==> config.mk <==
export PLATFORM = sky130hd
export DESIGN_NAME = intel_hex_record_word_parser
export DESIGN_NICKNAME = d
export VERILOG_FILES = /design/src/hdl/ihex_pkg.sv /design/src/hdl/intel_hex_record_word_parser.sv
export SDC_FILE = /design/constraint.sdc
export NUM_CORES = 1
export LEC_CHECK = 0
export BUFFER_PORTS_ARGS = -buffer_cell sky130_fd_sc_hd__buf_4
export CORE_MARGIN = 2
export CORE_UTILIZATION = 40
export CTS_CLUSTER_SIZE = 24
export DETAILED_ROUTE_END_ITERATION = 6
export GPL_TIMING_DRIVEN = 0
export PLACE_DENSITY_LB_ADDON = 0.05
export SLEW_MARGIN = 25
export SYNTH_ARGS = -nofsm -noshare
export SYNTH_HDL_FRONTEND = slang
export SYNTH_SLANG_ARGS = --single-unit
==> constraint.sdc <==
create_clock -name clk -period 2.78 [get_ports clk]
set_input_delay 0.556 -clock clk [delete_from_list [all_inputs] [get_ports clk]]
set_output_delay 0.556 -clock clk [all_outputs]
set_load 0.02 [all_outputs]
==> src/hdl/ihex_pkg.sv <==
package ihex_pkg;

    localparam int ADDR_W       = 3;
    localparam int REG_IDX_W    = 1;
    localparam int POS_W        = 10;
    localparam int WIDX_W       = 7;

    // register index, taken from paddr above the byte-lane bits
    localparam logic [REG_IDX_W-1:0] REG_HIGH_BASE = 1'b0;

    localparam logic [7:0] CHAR_COLON = 8'h3A;
    localparam logic [7:0] CHAR_0     = 8'h30;
    localparam logic [7:0] CHAR_9     = 8'h39;
    localparam logic [7:0] CHAR_A     = 8'h41;
    localparam logic [7:0] CHAR_F     = 8'h46;

    // character positions after ':'
    localparam logic [POS_W-1:0] POS_FIRST      = 10'd1;
    localparam logic [POS_W-1:0] POS_COUNT_LAST = 10'd2;
    localparam logic [POS_W-1:0] POS_ADDR_LAST  = 10'd6;
    localparam logic [POS_W-1:0] POS_DATA_START = 10'd9;

    // upper-case hex digit to nibble; anything else reads as zero
    function automatic logic [3:0] hex_digit(input logic [7:0] c);
        logic [7:0] diff;
        diff = 8'h00;
        if (c >= CHAR_0 && c <= CHAR_9)
        begin
            diff = c - CHAR_0;
        end
        else if (c >= CHAR_A && c <= CHAR_F)
        begin
            diff = c - CHAR_A + 8'd10;
        end
        return diff[3:0];
    endfunction

endpackage

==> src/hdl/intel_hex_record_word_parser.sv <==
// A word appears on word_value in the cycle after its fourth data digit is taken.
// Throughput: one character per cycle while char_stall is low; one state update plus digit decode per beat.
// The output register parts the sides: char_stall rises only when a word is held
// and word_stall is high.
// Reset (rst_n low, asynchronous): no record active, output empty, high base zero.
module intel_hex_record_word_parser
(
    input  logic                            clk,
    input  logic                            rst_n,
    // configuration port
    input  logic                            psel,
    input  logic                            penable,
    input  logic                            pwrite,
    input  logic [ihex_pkg::ADDR_W-1:0]     paddr,
    input  logic [31:0]                     pwdata,
    output logic [31:0]                     prdata,
    output logic                            pready,
    // character channel
    input  logic                            char_valid,
    output logic                            char_stall,
    input  logic [7:0]                      ascii_char,
    // word channel
    output logic                            word_valid,
    input  logic                            word_stall,
    output logic [31:0]                     record_address,
    output logic [ihex_pkg::WIDX_W-1:0]     word_index,
    output logic [15:0]                     word_value,
    output logic                            last_word
);

    // ---------------------------------------------------------------
    // Configuration register
    // ---------------------------------------------------------------
    logic [31:0] high_base_reg;
    logic        cfg_hit;

    assign pready  = 1'b1;
    // register index sits above the two byte-lane bits
    assign cfg_hit = (paddr[ihex_pkg::ADDR_W-1 -: ihex_pkg::REG_IDX_W]
                      == ihex_pkg::REG_HIGH_BASE);
    assign prdata  = cfg_hit ? high_base_reg : 32'h0;

    always_ff @(posedge clk or negedge rst_n)
    begin
        if (!rst_n)
        begin
            high_base_reg <= 32'h0;
        end
        else if (psel && penable && pwrite && pready && cfg_hit)
        begin
            high_base_reg <= pwdata;
        end
    end

    // ---------------------------------------------------------------
    // Record parse state
    // ---------------------------------------------------------------
    logic [ihex_pkg::POS_W-1:0]  pos_reg,    pos_next;
    logic                        active_reg, active_next;
    logic [7:0]                  count_reg,  count_next;
    logic [15:0]                 laddr_reg,  laddr_next;
    logic [11:0]                 acc_reg,    acc_next;
    logic [ihex_pkg::WIDX_W-1:0] nwords_reg, nwords_next;

    // output register
    logic                        ovalid_reg, ovalid_next;
    logic [31:0]                 oaddr_reg;
    logic [ihex_pkg::WIDX_W-1:0] oidx_reg;
    logic [15:0]                 oval_reg;
    logic                        olast_reg;

    logic                        char_fire;
    logic                        is_colon;
    logic [3:0]                  digit;
    logic [ihex_pkg::WIDX_W-1:0] total;     // byte_count / 2
    logic                        emit;      // this beat completes a word
    logic                        emit_last;
    logic [ihex_pkg::WIDX_W:0]   nwords_inc;
    logic [15:0]                 word;

    // output register can take a new word when empty or being drained
    assign char_stall = ovalid_reg && word_stall;
    assign char_fire  = char_valid && !char_stall;

    assign is_colon   = (ascii_char == ihex_pkg::CHAR_COLON);
    assign digit      = ihex_pkg::hex_digit(ascii_char);
    assign total      = count_reg[7:1];
    assign nwords_inc = {1'b0, nwords_reg} + 1'b1;
    assign word       = {acc_reg, digit};
    assign emit_last  = (nwords_inc >= {1'b0, total});
    // data phase: digit four of a word lands where pos is a multiple of 4
    assign emit       = active_reg && !is_colon
                        && (pos_reg >= ihex_pkg::POS_DATA_START)
                        && (pos_reg[1:0] == 2'b00);

    always_comb
    begin
        pos_next    = pos_reg;
        active_next = active_reg;
        count_next  = count_reg;
        laddr_next  = laddr_reg;
        acc_next    = acc_reg;
        nwords_next = nwords_reg;

        if (char_fire)
        begin
            if (is_colon)
            begin
                // ':' restarts, dropping any partial word
                active_next = 1'b1;
                pos_next    = ihex_pkg::POS_FIRST;
                count_next  = 8'h0;
                laddr_next  = 16'h0;
                acc_next    = 12'h0;
                nwords_next = '0;
            end
            else if (active_reg)
            begin
                pos_next = pos_reg + 1'b1;
                if (pos_reg <= ihex_pkg::POS_COUNT_LAST)
                begin
                    count_next = {count_reg[3:0], digit};
                end
                else if (pos_reg <= ihex_pkg::POS_ADDR_LAST)
                begin
                    laddr_next = {laddr_reg[11:0], digit};
                end

                if (pos_reg < ihex_pkg::POS_DATA_START)
                begin
                    // type digits done with fewer than two data bytes: go idle
                    if ((pos_next == ihex_pkg::POS_DATA_START)
                        && (count_reg[7:1] == '0))
                    begin
                        active_next = 1'b0;
                    end
                end
                else if (emit)
                begin
                    acc_next    = 12'h0;
                    nwords_next = nwords_inc[ihex_pkg::WIDX_W-1:0];
                    if (emit_last)
                    begin
                        active_next = 1'b0;
                    end
                end
                else
                begin
                    acc_next = {acc_reg[7:0], digit};
                end
            end
        end
    end

    always_comb
    begin
        ovalid_next = ovalid_reg;
        if (char_fire)
        begin
            ovalid_next = emit;
        end
        else if (!word_stall)
        begin
            ovalid_next = 1'b0;
        end
    end

    always_ff @(posedge clk or negedge rst_n)
    begin
        if (!rst_n)
        begin
            pos_reg    <= '0;
            active_reg <= 1'b0;
            count_reg  <= 8'h0;
            laddr_reg  <= 16'h0;
            acc_reg    <= 12'h0;
            nwords_reg <= '0;
            ovalid_reg <= 1'b0;
        end
        else
        begin
            pos_reg    <= pos_next;
            active_reg <= active_next;
            count_reg  <= count_next;
            laddr_reg  <= laddr_next;
            acc_reg    <= acc_next;
            nwords_reg <= nwords_next;
            ovalid_reg <= ovalid_next;
        end
    end

    // payload, no reset needed
    always_ff @(posedge clk)
    begin
        if (char_fire && emit)
        begin
            oaddr_reg <= high_base_reg | {16'h0, laddr_reg};
            oidx_reg  <= nwords_reg;
            oval_reg  <= word;
            olast_reg <= emit_last;
        end
    end

    assign word_valid     = ovalid_reg;
    assign record_address = oaddr_reg;
    assign word_index     = oidx_reg;
    assign word_value     = oval_reg;
    assign last_word      = olast_reg;

    // ---------------------------------------------------------------
    // Assertions
    // ---------------------------------------------------------------
    a_stall_only_when_full: assert property (@(posedge clk) disable iff (!rst_n)
        char_stall |-> word_valid)
        else $error("char_stall high with empty output register");

    a_last_ends_record: assert property (@(posedge clk) disable iff (!rst_n)
        (char_fire && emit && emit_last) |=> !active_reg)
        else $error("record still active after last word");

    a_colon_restarts: assert property (@(posedge clk) disable iff (!rst_n)
        (char_fire && is_colon) |=> (active_reg && pos_reg == ihex_pkg::POS_FIRST
                                     && nwords_reg == '0))
        else $error("':' did not restart the record");

    a_emit_in_data: assert property (@(posedge clk) disable iff (!rst_n)
        emit |-> (pos_reg >= ihex_pkg::POS_DATA_START && active_reg))
        else $error("word emitted outside data field");

    a_word_loaded: assert property (@(posedge clk) disable iff (!rst_n)
        (char_fire && emit) |=> (word_valid && word_index == $past(nwords_reg)))
        else $error("emitted word not loaded into output register");

endmodule

Word-level counts from Yosys, hierarchy flattened
Index checks and enable logic that the tools add are counted.
{"block": "word_totals", "reg_bits": 143, "out_inout_bits": 91, "in_bits": 50}
{"block": "classes", "order_cmp": 9, "add_sub_neg": 5, "eq_ne": 5, "mux": 28, "bitwise_logic": 2, "n_reduce_logical": 25}
{"operator": "$mux 16", "n": 4}
{"operator": "$mux 12", "n": 4}
{"operator": "$mux 32", "n": 1}
{"operator": "$or 32x16->32", "n": 1}
{"operator": "$mux 7", "n": 4}
{"operator": "$mux 8", "n": 3}
{"operator": "$mux 10", "n": 2}
{"operator": "$logic_and 1x1->1", "n": 12}
{"operator": "$add 10x1->10 const B", "n": 1}
{"operator": "$eq 10x4->1 const B", "n": 1}
{"operator": "$ge 10x4->1 const B", "n": 1}
{"operator": "$le 10x2->1 const B", "n": 1}
{"operator": "$le 10x3->1 const B", "n": 1}
{"operator": "$lt 10x4->1 const B", "n": 1}
{"operator": "$add 7x1->8 const B", "n": 1}
{"operator": "$eq 8x6->1 const B", "n": 1}
{"operator": "$ge 8x6->1 const B", "n": 1}
{"operator": "$ge 8x7->1", "n": 1}
{"operator": "$ge 8x7->1 const B", "n": 1}
{"operator": "$le 8x6->1 const B", "n": 1}
{"operator": "$le 8x7->1 const B", "n": 1}
{"operator": "$mux 1", "n": 8}
{"operator": "$mux 4", "n": 2}
{"operator": "$reduce_and 4->1", "n": 2}
{"operator": "other kinds (11)", "n": 18}

Logic depth before layout (Yosys ltp)
Gate-level depths: netlist (run 1).
{"block": "logic_depth", "word_depth": 9, "ltp_mapped": 10, "mapped_depth_nobuf": 10}

Least setup slack after synthesis (run 1)
OpenSTA, ideal clock, no wires.
{"block": "synth_timing", "path_kind": "register -> register", "start": "register pos_reg[1] in the netlist's numbering", "end": "register olast_reg (netlist: last_word), enable pin", "path_stages_with_launch": 7, "path_buffers": 0, "path_slack_ns": -0.225, "arrival_time_ns": 2.586, "path_cell_list": "dfrtp_1 > inv_1 > ha_1 > nor2b_1 > o211a_1 > a21oi_1 > and2_1"}
{"block": "synth_via", "elab_chain_cells": 4, "word_cells_on_any_way": 5, "cone_classes": "order compare: 1; reduce/logical: 4"}
{"element": "start, declared", "line": "intel_hex_record_word_parser.sv:58", "text": "logic [ihex_pkg::POS_W-1:0] pos_reg, pos_next;"}
{"element": "start signal, assigned", "line": "intel_hex_record_word_parser.sv:182", "text": "pos_reg <= pos_next;"}
{"element": "$ge 10x4->1", "line": "intel_hex_record_word_parser.sv:93", "text": "&& (pos_reg >= ihex_pkg::POS_DATA_START)"}
{"element": "$logic_and 1x1->1", "line": "intel_hex_record_word_parser.sv:93"}
{"element": "$logic_and 1x1->1 *", "line": "intel_hex_record_word_parser.sv:94", "text": "&& (pos_reg[1:0] == 2'b00);"}
{"element": "$logic_and 1x1->1 *", "line": "intel_hex_record_word_parser.sv:195", "text": "if (char_fire && emit)"}
{"element": "end signal, assigned", "line": "intel_hex_record_word_parser.sv:200", "text": "olast_reg <= emit_last;"}
{"element": "end, declared", "line": "intel_hex_record_word_parser.sv:70", "text": "logic olast_reg;"}
Mark *: on every way between the ends. The rest lies on a longest branch, timed or not.
A chain may end at the register's enable or synchronous reset.

Worst setup path in the final report (run 1)
{"block": "layout_timing", "start": "register nwords_reg[0] in the netlist's numbering", "end": "register active_reg"}
{"block": "layout_via", "elab_chain_cells": 7}
{"element": "start, declared", "line": "intel_hex_record_word_parser.sv:63", "text": "logic [ihex_pkg::WIDX_W-1:0] nwords_reg, nwords_next;"}
{"element": "start signal, assigned", "line": "intel_hex_record_word_parser.sv:187", "text": "nwords_reg <= nwords_next;"}
{"element": "$add 7x1->8", "line": "intel_hex_record_word_parser.sv:88", "text": "assign nwords_inc = {1'b0, nwords_reg} + 1'b1;"}
{"element": "$ge 8x7->1", "line": "intel_hex_record_word_parser.sv:90", "text": "assign emit_last = (nwords_inc >= {1'b0, total});"}
{"element": "$mux 1", "line": "intel_hex_record_word_parser.sv:142", "text": "if (emit_last)"}
{"element": "$mux 1", "line": "intel_hex_record_word_parser.sv:138", "text": "else if (emit)"}
{"element": "$mux 1", "line": "intel_hex_record_word_parser.sv:129", "text": "if (pos_reg < ihex_pkg::POS_DATA_START)"}
{"element": "$mux 1", "line": "intel_hex_record_word_parser.sv:117", "text": "else if (active_reg)"}
{"element": "$mux 1", "line": "intel_hex_record_word_parser.sv:107", "text": "if (is_colon)"}
{"element": "end signal, assigned", "line": "intel_hex_record_word_parser.sv:183", "text": "active_reg <= active_next;"}
{"element": "end, declared", "line": "intel_hex_record_word_parser.sv:59", "text": "logic active_reg, active_next;"}
No other way between the ends.

==> impl_metrics.py, run 1 <==
metrics = {
    "detailed_routing": {
        "drcViolationCount": 0,
        "initialDrtViolationCount": 251,
        "wl_um": 13410,
        "routed_via_density": 5.066,
        "routedWlPerCell_um": 16.33,
        "vias": 4159,
        "drt_pass1_iterations": 5,
        "ant_nets": 0,
    },
    "worst_setup_path": {
        "endpoint_kind": "flip-flop",
        "critical-path-slowest-cell": "dfrtp_1",
        "criticalPathCategory": "flip-flop to flip-flop",
        "start_kind": "flip-flop",
        "max_stage_delay_ps": 450,
        "cpMostUsedCell": "ha_1",
        "critPathBufInv": 0,
        "cp_top_family": "compound AO/OA/AOI/OAI gates",
        "cp.required_ps": 3130,
        "worstPathArrival_ps": 2850,
        "path_cells": "ha_1 > nand3_1 > nor2_1 > xor2_1 > ha_1 > o2111ai_1 > a21oi_1 > o31a_1 > a311oi_1 > a211o_1",
        "crit_fanout": 7,
    },
    "timing": {
        "min_period_over_period_pct": 89.97,
        "hold_viol": 0,
        "max_freq_mhz": 399.8,
        "maxSlewHeadroom_pct": 44.83,
        "fin_skew_ps": 7.817,
        "final-max-slew-violation-count": 0,
        "min_period_ps": 2501,
        "rsz0062_at_grt": "no",
        "finalSetupViolCount": 0,
        "max_slew.worst_pin.slew_ps": 827.5,
        "fin_tns_setup_ps": 0,
    },
    "finish": {
        "multi_input_area_sq_um": 2072,
        "nNetsFinal": 687,
        "syn2layout_area_growth_pct": 30.25,
        "n_fill_cell": 1290,
        "regArea_sq_um": 3859,
        "drive_above_1_share_pct": 36.81,
        "antenna_cells": 0,
        "layout_common_cells": "buf_4, dfrtp_1, edfxtp_1",
        "final_common_cell": "buf_4",
        "final_cells": 821,
    },
    "global_route": {
        "gr-usage-all-layers_pct": 17.16,
        "grt_remaining_overflow": 0,
        "grt_antenna_before_repair": 0,
        "grt_pass1_vias": 4220,
        "grt_pass1_wl_um": 21740,
        "grt_max_degree": 88,
    },
    "synthesis": {
        "synth_area_sq_um": 6105,
        "synthAdderAreaFrac_pct": 3.484,
        "synth_top_family_by_area": "simple AND/OR/NAND/NOR gates",
        "synthFlopType": "dfrtp_1",
        "synth-compound-area-share_pct": 10.35,
        "synth_seq_cells": 143,
        "muxShareOfSynthArea_pct": 6.251,
        "async_flop_share_pct": 60.84,
        "synth-edff-count": 56,
        "synthesis.yosys.warnings": 0,
        "postSynthCellCount": 463,
        "ys_seq_area_share_pct": 63.21,
        "avgSynthCellArea_sq_um": 13.18,
        "syn_nets": 530,
        "synthXorXnorAreaFrac_pct": 1.148,
        "ys_types": 54,
        "yosys.area_share.simple_pct": 12.61,
    },
    "floorplan": {
        "coreArea_sq_um": 15030,
        "die_area_sq_um": 16270,
        "num_rows": 45,
        "die_w_um": 127.5,
        "die_y_um": 127.5,
        "start_util_pct": 40.61,
        "io_pins": 141,
    },
    "outcome": {
        "status": "finished, final reports clean",
    },
    "power_and_ir_drop": {
        "peakVddDrop_uv": 470.8,
        "power.density_nw_per_um2": 854.9,
        "p_leak_nw": 3.593,
    },
    "clocking": {
        "cts_sinks": 143,
        "cts_buffer_depth": 2,
        "cts_tree": "yes",
        "post_cts_resized": 0,
        "cts_root_buf": "clkbuf_16",
        "clk_latency_ps": 410,
        "path_clk_slew_ps": 60,
        "cts_htree_levels": 4,
        "hold_buffers": 0,
        "postCtsSetupBuffers": 0,
        "numCtsBuffers": 17,
    },
    "place": {
        "dp_hpwl_um": 9238,
        "routabilityCongestion": 0.8122,
        "io_buffers": 137,
        "numPlacedInstances": 789,
    },
    "run": {
        "maxCapViolCount": 0,
    },
    "hold_path": {
        "hold_class": "input pin to asynchronous set/reset pin",
    },
}
final cells by class:
type / instances / share of cell area, %
sequential: 143 / 48.53
multi-input combinational: 280 / 26.06
timing repair buffer: 138 / 13.23
clock buffer: 25 / 6.231
tap: 188 / 2.958
buffer: 19 / 1.227
inverter: 21 / 0.9913
clock inverter: 7 / 0.7710
worst register-to-register path: stages (launching register included):
cell and delay (ps):
dfrtp_1 450, ha_1 260, nand3_1 130, nor2_1 150, xor2_1 240, ha_1 310
o2111ai_1 110, a21oi_1 90, o31a_1 300, a311oi_1 260, a211o_1 140
cells by family (layout without fill, tap and decap cells):
group / Yosys count / after routing
AOI/OAI and AO/OA: 90 / 90
and+or+nand+nor: 130 / 130
muxes: 34 / 34
other: 1 / 1
xor gates and xnor gates: 8 / 8
DFF: 143 / 143
buffers and inverters: 40 / 210
adders and majority gates: 17 / 17
routing by layer:
| layer | GRT usage, % | vias to the layer above | share of wire, % |
|---|---|---|---|
| met3 | 4.146 | 13 | 5.3 |
| met4 | 6.917 | 0 | 1.3 |
| met2 | 27.78 | 107 | 49 |
| met5 | 0 | - | 0 |
| met1 | 22.34 | 2053 | 44 |
| li1 | - | 1986 | - |
worst paths after layout:
check | start | cells past startpoint | slack [ps] | to
worst max register to register | nwords_reg[0]$_DFFE_PN0P_ | 10 | 280 | active_reg$_DFFE_PN0P_
worst min register to register | acc_reg[9]$_DFFE_PN0P_ | 0 | 450 | word_value[13]$_DFFE_PP_
worst max-delay path | nwords_reg[0]$_DFFE_PN0P_ | 10 | 280 | active_reg$_DFFE_PN0P_
max in group asynchronous | rst_n | 1 | 2010 | pos_reg[2]$_DFFE_PN0P_
min in group clk | pwdata[18] | 2 | 380 | high_base_reg[18]$_DFFE_PN0P_
worst min-delay path | rst_n | 1 | 200 | high_base_reg[19]$_DFFE_PN0P_
cells in the mapped netlist (4+ instances only):
library cell  count  area share, %
or2_2            16            1.6
and3_1            5           0.51
clkbuf_1         10           0.61
inv_1            20            1.2
o21ai_0          23            1.9
edfxtp_1         56             28
nor2b_1          33            3.4
ha_1             17            3.5
mux2_2           33            6.1
xor2_1            6           0.86
or3_1             5           0.51
nand2_1          24            1.5
a32o_1            4           0.66
dfrtp_1          87             36
a22o_1           30            4.3
buf_2             6           0.49
nor2_1           13           0.80
a21oi_1          14            1.1
nand3_1          15            1.2
report_power, final:
| part | switching (mW) | internal, mW | leakage, nW |
|---|---|---|---|
| registers | 0.282 | 2.65 | 1.65 |
| clock network | 0.811 | 1.32 | 0.274 |
| logic | 0.935 | 0.801 | 1.67 |
| total | 2.03 | 4.77 | 3.59 |
per-stage QoR:
stage / instance area [sq um] / setup WS (ps) / util [%] / total power, mW / hold slack [ps]
after floorplan: 6106 / 373.8 / - / 4.077 / 260.4
after global placement: 7370 / -296.1 / 49.02 / 4.656 / 436.2
after detailed placement: 7395 / 277.3 / 49.19 / 4.709 / 439.2
after CTS: 7951 / 263.3 / 52.89 / 6.869 / 247.6
after global routing: 7951 / 47.86 / 52.89 / 7.179 / 288.9
final: 7951 / 278.9 / 52.89 / 6.798 / 197.0
Note: power is estimated with default switching activity, not from simulation.
==> inputs of run 2 (changes only) <==
- CORE_ASPECT_RATIO: unset -> 0.9
- REMOVE_ABC_BUFFERS: unset -> 1
- SETUP_SLACK_MARGIN: unset -> 0.3
==> impl_metrics.py, run 2 (synthesis results as in run 1) <==
metrics = {
    "timing": {
        "finalSetupViolCount": 0,
        "maxSlewHeadroom_pct": 43.65,
        "min_period_over_period_pct": 85.93,
        "fin_skew_ps": 8.458,
        "final-max-slew-violation-count": 0,
        "max_slew.worst_pin.slew_ps": 845.2,
        "rsz0062_at_grt": "yes",
        "max_freq_mhz": 418.6,
        "min_period_ps": 2389,
        "fin_tns_setup_ps": 0,
        "hold_viol": 0,
    },
    "global_route": {
        "grt_pass1_vias": 4032,
        "grt_max_degree": 88,
        "grt_remaining_overflow": 0,
        "grt_pass1_wl_um": 21770,
        "grt_antenna_before_repair": 0,
        "gr-usage-all-layers_pct": 17.53,
    },
    "clocking": {
        "clk_latency_ps": 420,
        "cts_buffer_depth": 2,
        "hold_buffers": 0,
        "cts_sinks": 143,
        "numCtsBuffers": 17,
        "path_clk_slew_ps": 60,
        "cts_root_buf": "clkbuf_16",
        "cts_htree_levels": 4,
        "cts_tree": "yes",
    },
    "place": {
        "io_buffers": 137,
        "dp_hpwl_um": 9013,
        "post_dp_cell_area_sq_um": 7370,
        "numPlacedInstances": 784,
        "routabilityCongestion": 0.7650,
    },
    "detailed_routing": {
        "drcViolationCount": 0,
        "routed_via_density": 4.972,
        "vias": 4082,
        "drt_pass1_iterations": 4,
        "ant_nets": 0,
        "routedWlPerCell_um": 16.59,
        "initialDrtViolationCount": 233,
        "wl_um": 13620,
    },
    "finish": {
        "final_common_cell": "buf_4",
        "nNetsFinal": 677,
        "fin_area_sq_um": 8018,
        "drive_above_1_share_pct": 38.84,
        "layout_common_cells": "buf_4, dfrtp_1, edfxtp_1",
        "antenna_cells": 0,
        "final_cells": 821,
        "syn2layout_area_growth_pct": 31.34,
    },
    "worst_setup_path": {
        "crit_fanout": 5,
        "endpoint_kind": "flip-flop",
        "start_kind": "flip-flop",
        "cp.required_ps": 3140,
        "worstPathArrival_ps": 2750,
        "criticalPathCategory": "flip-flop to flip-flop",
    },
    "floorplan": {
        "io_pins": 141,
        "die_y_um": 121.2,
        "coreArea_sq_um": 14820,
        "die_w_um": 134.2,
        "start_util_pct": 41.19,
        "num_rows": 42,
        "die_area_sq_um": 16270,
    },
    "hold_path": {
        "hold_class": "input pin to asynchronous set/reset pin",
    },
    "outcome": {
        "status": "finished, final reports clean",
    },
    "power_and_ir_drop": {
        "peakVddDrop_uv": 563.8,
        "power_mw": 6.826,
        "p_leak_nw": 3.589,
        "power.density_nw_per_um2": 851.4,
    },
    "run": {
        "maxCapViolCount": 0,
    },
}
run 2: cell count changes in the layout (fill, tap and decap cells not counted), sizes merged:
cell	before	now
clkinv	5	7
clkinvlp	1	4
clkbuf	35	19
inv	21	23
buf	147	146
run 2: where the power goes:
| group | switching, mW | internal (mW) |
|---|---|---|
| combinational | 0.933 | 0.794 |
| clock | 0.904 | 1.24 |
| sequential | 0.301 | 2.65 |
| total | 2.14 | 4.69 |
run 2: through the flow:
stage	utilization (%)	hold WS, ps	setup WS (ps)
floorplan	-	260.4	-232.9
global placement	49.15	437.5	-1341
detailed placement	49.73	447.8	289.9
CTS	53.59	256.6	346.9
global route	54.10	284.8	253.2
finish	54.10	182.2	391.2
run 2: path summary, 6_finish.rpt:
check | from | endpoint | slack [ps] | cells after the start
max reg2reg | nwords_reg[1]$_DFFE_PN0P_ | active_reg$_DFFE_PN0P_ | 390 | 10
min in group clk | pwdata[10] | high_base_reg[10]$_DFFE_PN0P_ | 360 | 2
min reg2reg | high_base_reg[16]$_DFFE_PN0P_ | record_address[16]$_DFFE_PP_ | 460 | 0
min | rst_n | pos_reg[3]$_DFFE_PN0P_ | 180 | 1
max in group asynchronous | rst_n | nwords_reg[0]$_DFFE_PN0P_ | 1980 | 1
max | nwords_reg[1]$_DFFE_PN0P_ | active_reg$_DFFE_PN0P_ | 390 | 10
run 2: routing by layer:
metal	global-route usage (%)	part of all wire, %
met1	24.81	47
met3	5.430	6.5
met5	0	0
met4	6.184	1.2
met2	25.51	46
run 2: final cells by class:
type | count | area (sq um)
Clock buffer | 18 | 429.2
Clock inverter | 14 | 138.9
Fill cell | 1289 | 6802
Inverter | 21 | 78.83
Multi-Input combinational cell | 280 | 2106
Sequential cell | 143 | 3860
Tap cell | 198 | 247.7
Timing Repair Buffer | 147 | 1157
run 2: what timing repair did:
item                                    in CTS  in global routing
endpoints found under the setup margin       1                 56
buffers inserted                             0                  4
gates resized for setup                      2                  3
cloned                                       0                  1
run 2: worst max-delay path, stage by stage (launching register included):
cell       delay, ps
dfrtp_1          440
ha_4             180
nand3_1          110
nor2_1           160
xor2_1           210
ha_1             300
o2111ai_1        120
a21oi_1           90
o31a_1           310
a311oi_1         270
a211o_1          140
==> inputs of run 3 (changes only) <==
- BUFFER_PORTS_ARGS: -buffer_cell sky130_fd_sc_hd__buf_4 -> -buffer_cell sky130_fd_sc_hd__buf_2
- CTS_BUF_LIST: unset -> sky130_fd_sc_hd__clkbuf_8
==> impl_metrics.py, run 3 (synthesis results as in run 1) <==
metrics = {
    "worst_setup_path": {
        "ff2ff_path_depth": 10,
        "worstSetupStartpoint": "nwords_reg[0]$_DFFE_PN0P_",
        "rrSetupSlack_ps": 360,
        "endpoint_kind": "flip-flop",
        "cp.required_ps": 3150,
        "path_cells": "ha_4 > nand3_1 > nor2_1 > xor2_1 > ha_1 > a21oi_1 > nand2_1 > o31a_1 > a311oi_1 > a211o_1",
        "criticalPathCategory": "flip-flop to flip-flop",
        "start_kind": "flip-flop",
        "r2r-start": "nwords_reg[0]$_DFFE_PN0P_",
        "critical-path-slowest-cell": "dfrtp_2",
        "crit_end": "active_reg$_DFFE_PN0P_",
        "crit_fanout": 6,
        "critical_path.reg2reg.endpoint": "active_reg$_DFFE_PN0P_",
        "worstPathArrival_ps": 2800,
        "crit_cells": 10,
        "cp_top_family": "compound AO/OA/AOI/OAI gates",
        "max_stage_delay_ps": 430,
        "critPathBufInv": 0,
    },
    "run": {
        "maxCapViolCount": 0,
    },
    "clocking": {
        "clk_latency_ps": 450,
        "numCtsBuffers": 17,
        "cts_htree_levels": 4,
        "cts_root_buf": "clkbuf_8",
        "cts_sinks": 143,
        "path_clk_slew_ps": 80,
        "cts_buffer_depth": 2,
        "cts_tree": "yes",
    },
    "hold_path": {
        "hold_class": "input pin to flip-flop",
    },
    "power_and_ir_drop": {
        "p_comb_share_pct": 26.3,
        "peakVddDrop_uv": 403.3,
        "p_int_mw": 4.190,
        "p_leak_nw": 3.448,
        "power.density_nw_per_um2": 823.3,
        "switching_share_pct": 32.49,
        "clkPwrFrac_pct": 26.1,
        "p_sw_mw": 2.017,
        "seqPwrFrac_pct": 47.5,
    },
    "finish": {
        "layout_common_cells": "buf_2, dfrtp_1, edfxtp_1",
        "drive_above_1_share_pct": 39.20,
        "syn2layout_area_growth_pct": 23.51,
        "nNetsFinal": 679,
        "antenna_cells": 0,
        "final_common_cell": "buf_2",
    },
    "timing": {
        "maxSlewHeadroom_pct": 53.14,
        "max_slew.worst_pin.slew_ps": 702.8,
        "fin_skew_ps": 14.85,
        "worst_hold_slack_ps": 339.7,
        "hold_viol": 0,
        "rsz0062_at_grt": "yes",
        "min_period_ps": 2425,
        "max_freq_mhz": 412.4,
        "min_period_over_period_pct": 87.22,
        "final-max-slew-violation-count": 0,
        "finalWorstSetupSlack_ps": 355.3,
        "finalSetupViolCount": 0,
    },
    "detailed_routing": {
        "ant_nets": 0,
        "wl_met1_um": 6342,
        "routedWlPerCell_um": 16.40,
        "drcViolationCount": 0,
        "drt_pass1_iterations": 4,
        "wl_met2_um": 6270,
        "wl_um": 13500,
        "highest_layer": "met4",
        "initialDrtViolationCount": 212,
        "routed_via_density": 4.973,
        "vias": 4093,
        "met3WireLength_um": 698,
    },
    "floorplan": {
        "num_rows": 42,
        "die_y_um": 121.2,
        "start_util_pct": 41.19,
        "die_area_sq_um": 16270,
        "coreArea_sq_um": 14820,
        "io_pins": 141,
        "die_w_um": 134.2,
    },
    "global_route": {
        "grt_antenna_before_repair": 0,
        "grt_remaining_overflow": 0,
        "gr-usage-all-layers_pct": 17.30,
        "grt_pass1_wl_um": 21570,
        "grt_max_degree": 53,
        "grt_pass1_vias": 4112,
    },
    "place": {
        "dp_hpwl_um": 9147,
        "routabilityCongestion": 0.7557,
        "pre_cts_ws_ps": 169.1,
        "io_buffers": 137,
    },
    "outcome": {
        "status": "finished, final reports clean",
    },
}
## run 3: changes by cell type in the layout (fill, tap and decap cells not counted), sizes merged
cell,before,now
clkinv,7,8
bufinv,1,2
clkinvlp,4,1
buf,146,147
dlygate4sd3,0,1
inv,23,24
## run 3: worst reg2reg max path: cells and delay by family, from the launching register on
family / cells / cell delay [ps]
compound gates: 4 / 810
fa+ha+maj: 2 / 480
flops: 1 / 430
simple gates: 3 / 390
xor+xnor: 1 / 250
## run 3: power by group through the flow
stage	clock network, mW	logic (mW)	registers [mW]
final	1.62	1.63	2.95
after global placement	0	1.52	2.98
after floorplan	0	1.03	2.97
after detailed placement	0	1.58	2.99
after CTS	1.67	1.60	2.95
after global routing	1.76	1.85	3.01
## run 3: final cells by class
cell class,count,area [sq um]
clock inverter,14,142.6
sequential,143,3862
timing repair buffer,149,854.6
tap,198,247.7
multi-input combinational,280,2106
fill,1360,7279
inverter,21,78.83
clock buffer,18,247.7
## run 3: worst min path at each step
stage,from,end,slack [ps],cells past startpoint
floorplan,rst_n,acc_reg[0]$_DFFE_PN0P_,260,0
global placement,high_base_reg[28]$_DFFE_PN0P_,record_address[28]$_DFFE_PP_,440,0
detailed placement,acc_reg[8]$_DFFE_PN0P_,word_value[12]$_DFFE_PP_,440,0
CTS,pwdata[18],high_base_reg[18]$_DFFE_PN0P_,300,2
global route,pwdata[21],high_base_reg[21]$_DFFE_PN0P_,310,2
finish,pwdata[18],high_base_reg[18]$_DFFE_PN0P_,340,2
## run 3: routing by layer
metal / up-vias / track usage (%)
li1: 1965 / -
met2: 104 / 26.72
met3: 17 / 4.678
met1: 2007 / 23.86
met4: 0 / 5.526
met5: - / 0
## run 3: per-stage QoR
step | instances | utilization [%] | setup TNS, ps | area (sq um) | total power [mW]
after floorplan | 444 | - | -13040 | 6007 | 4.006
after global routing | 823 | 50.88 | 0 | 7540 | 6.626
after global placement | 779 | 46.83 | -107740 | 6940 | 4.495
final | 823 | 50.88 | 0 | 7540 | 6.208
after CTS | 818 | 50.36 | 0 | 7463 | 6.218
after detailed placement | 785 | 47.62 | 0 | 7057 | 4.567
## run 3: what timing repair did
action	CTS	global route
setup endpoints to repair	5	56
hold buffers	1	0
endpoints found under the hold margin	1	0
gates resized for setup	3	4
buffers inserted	0	4
cloned	0	1
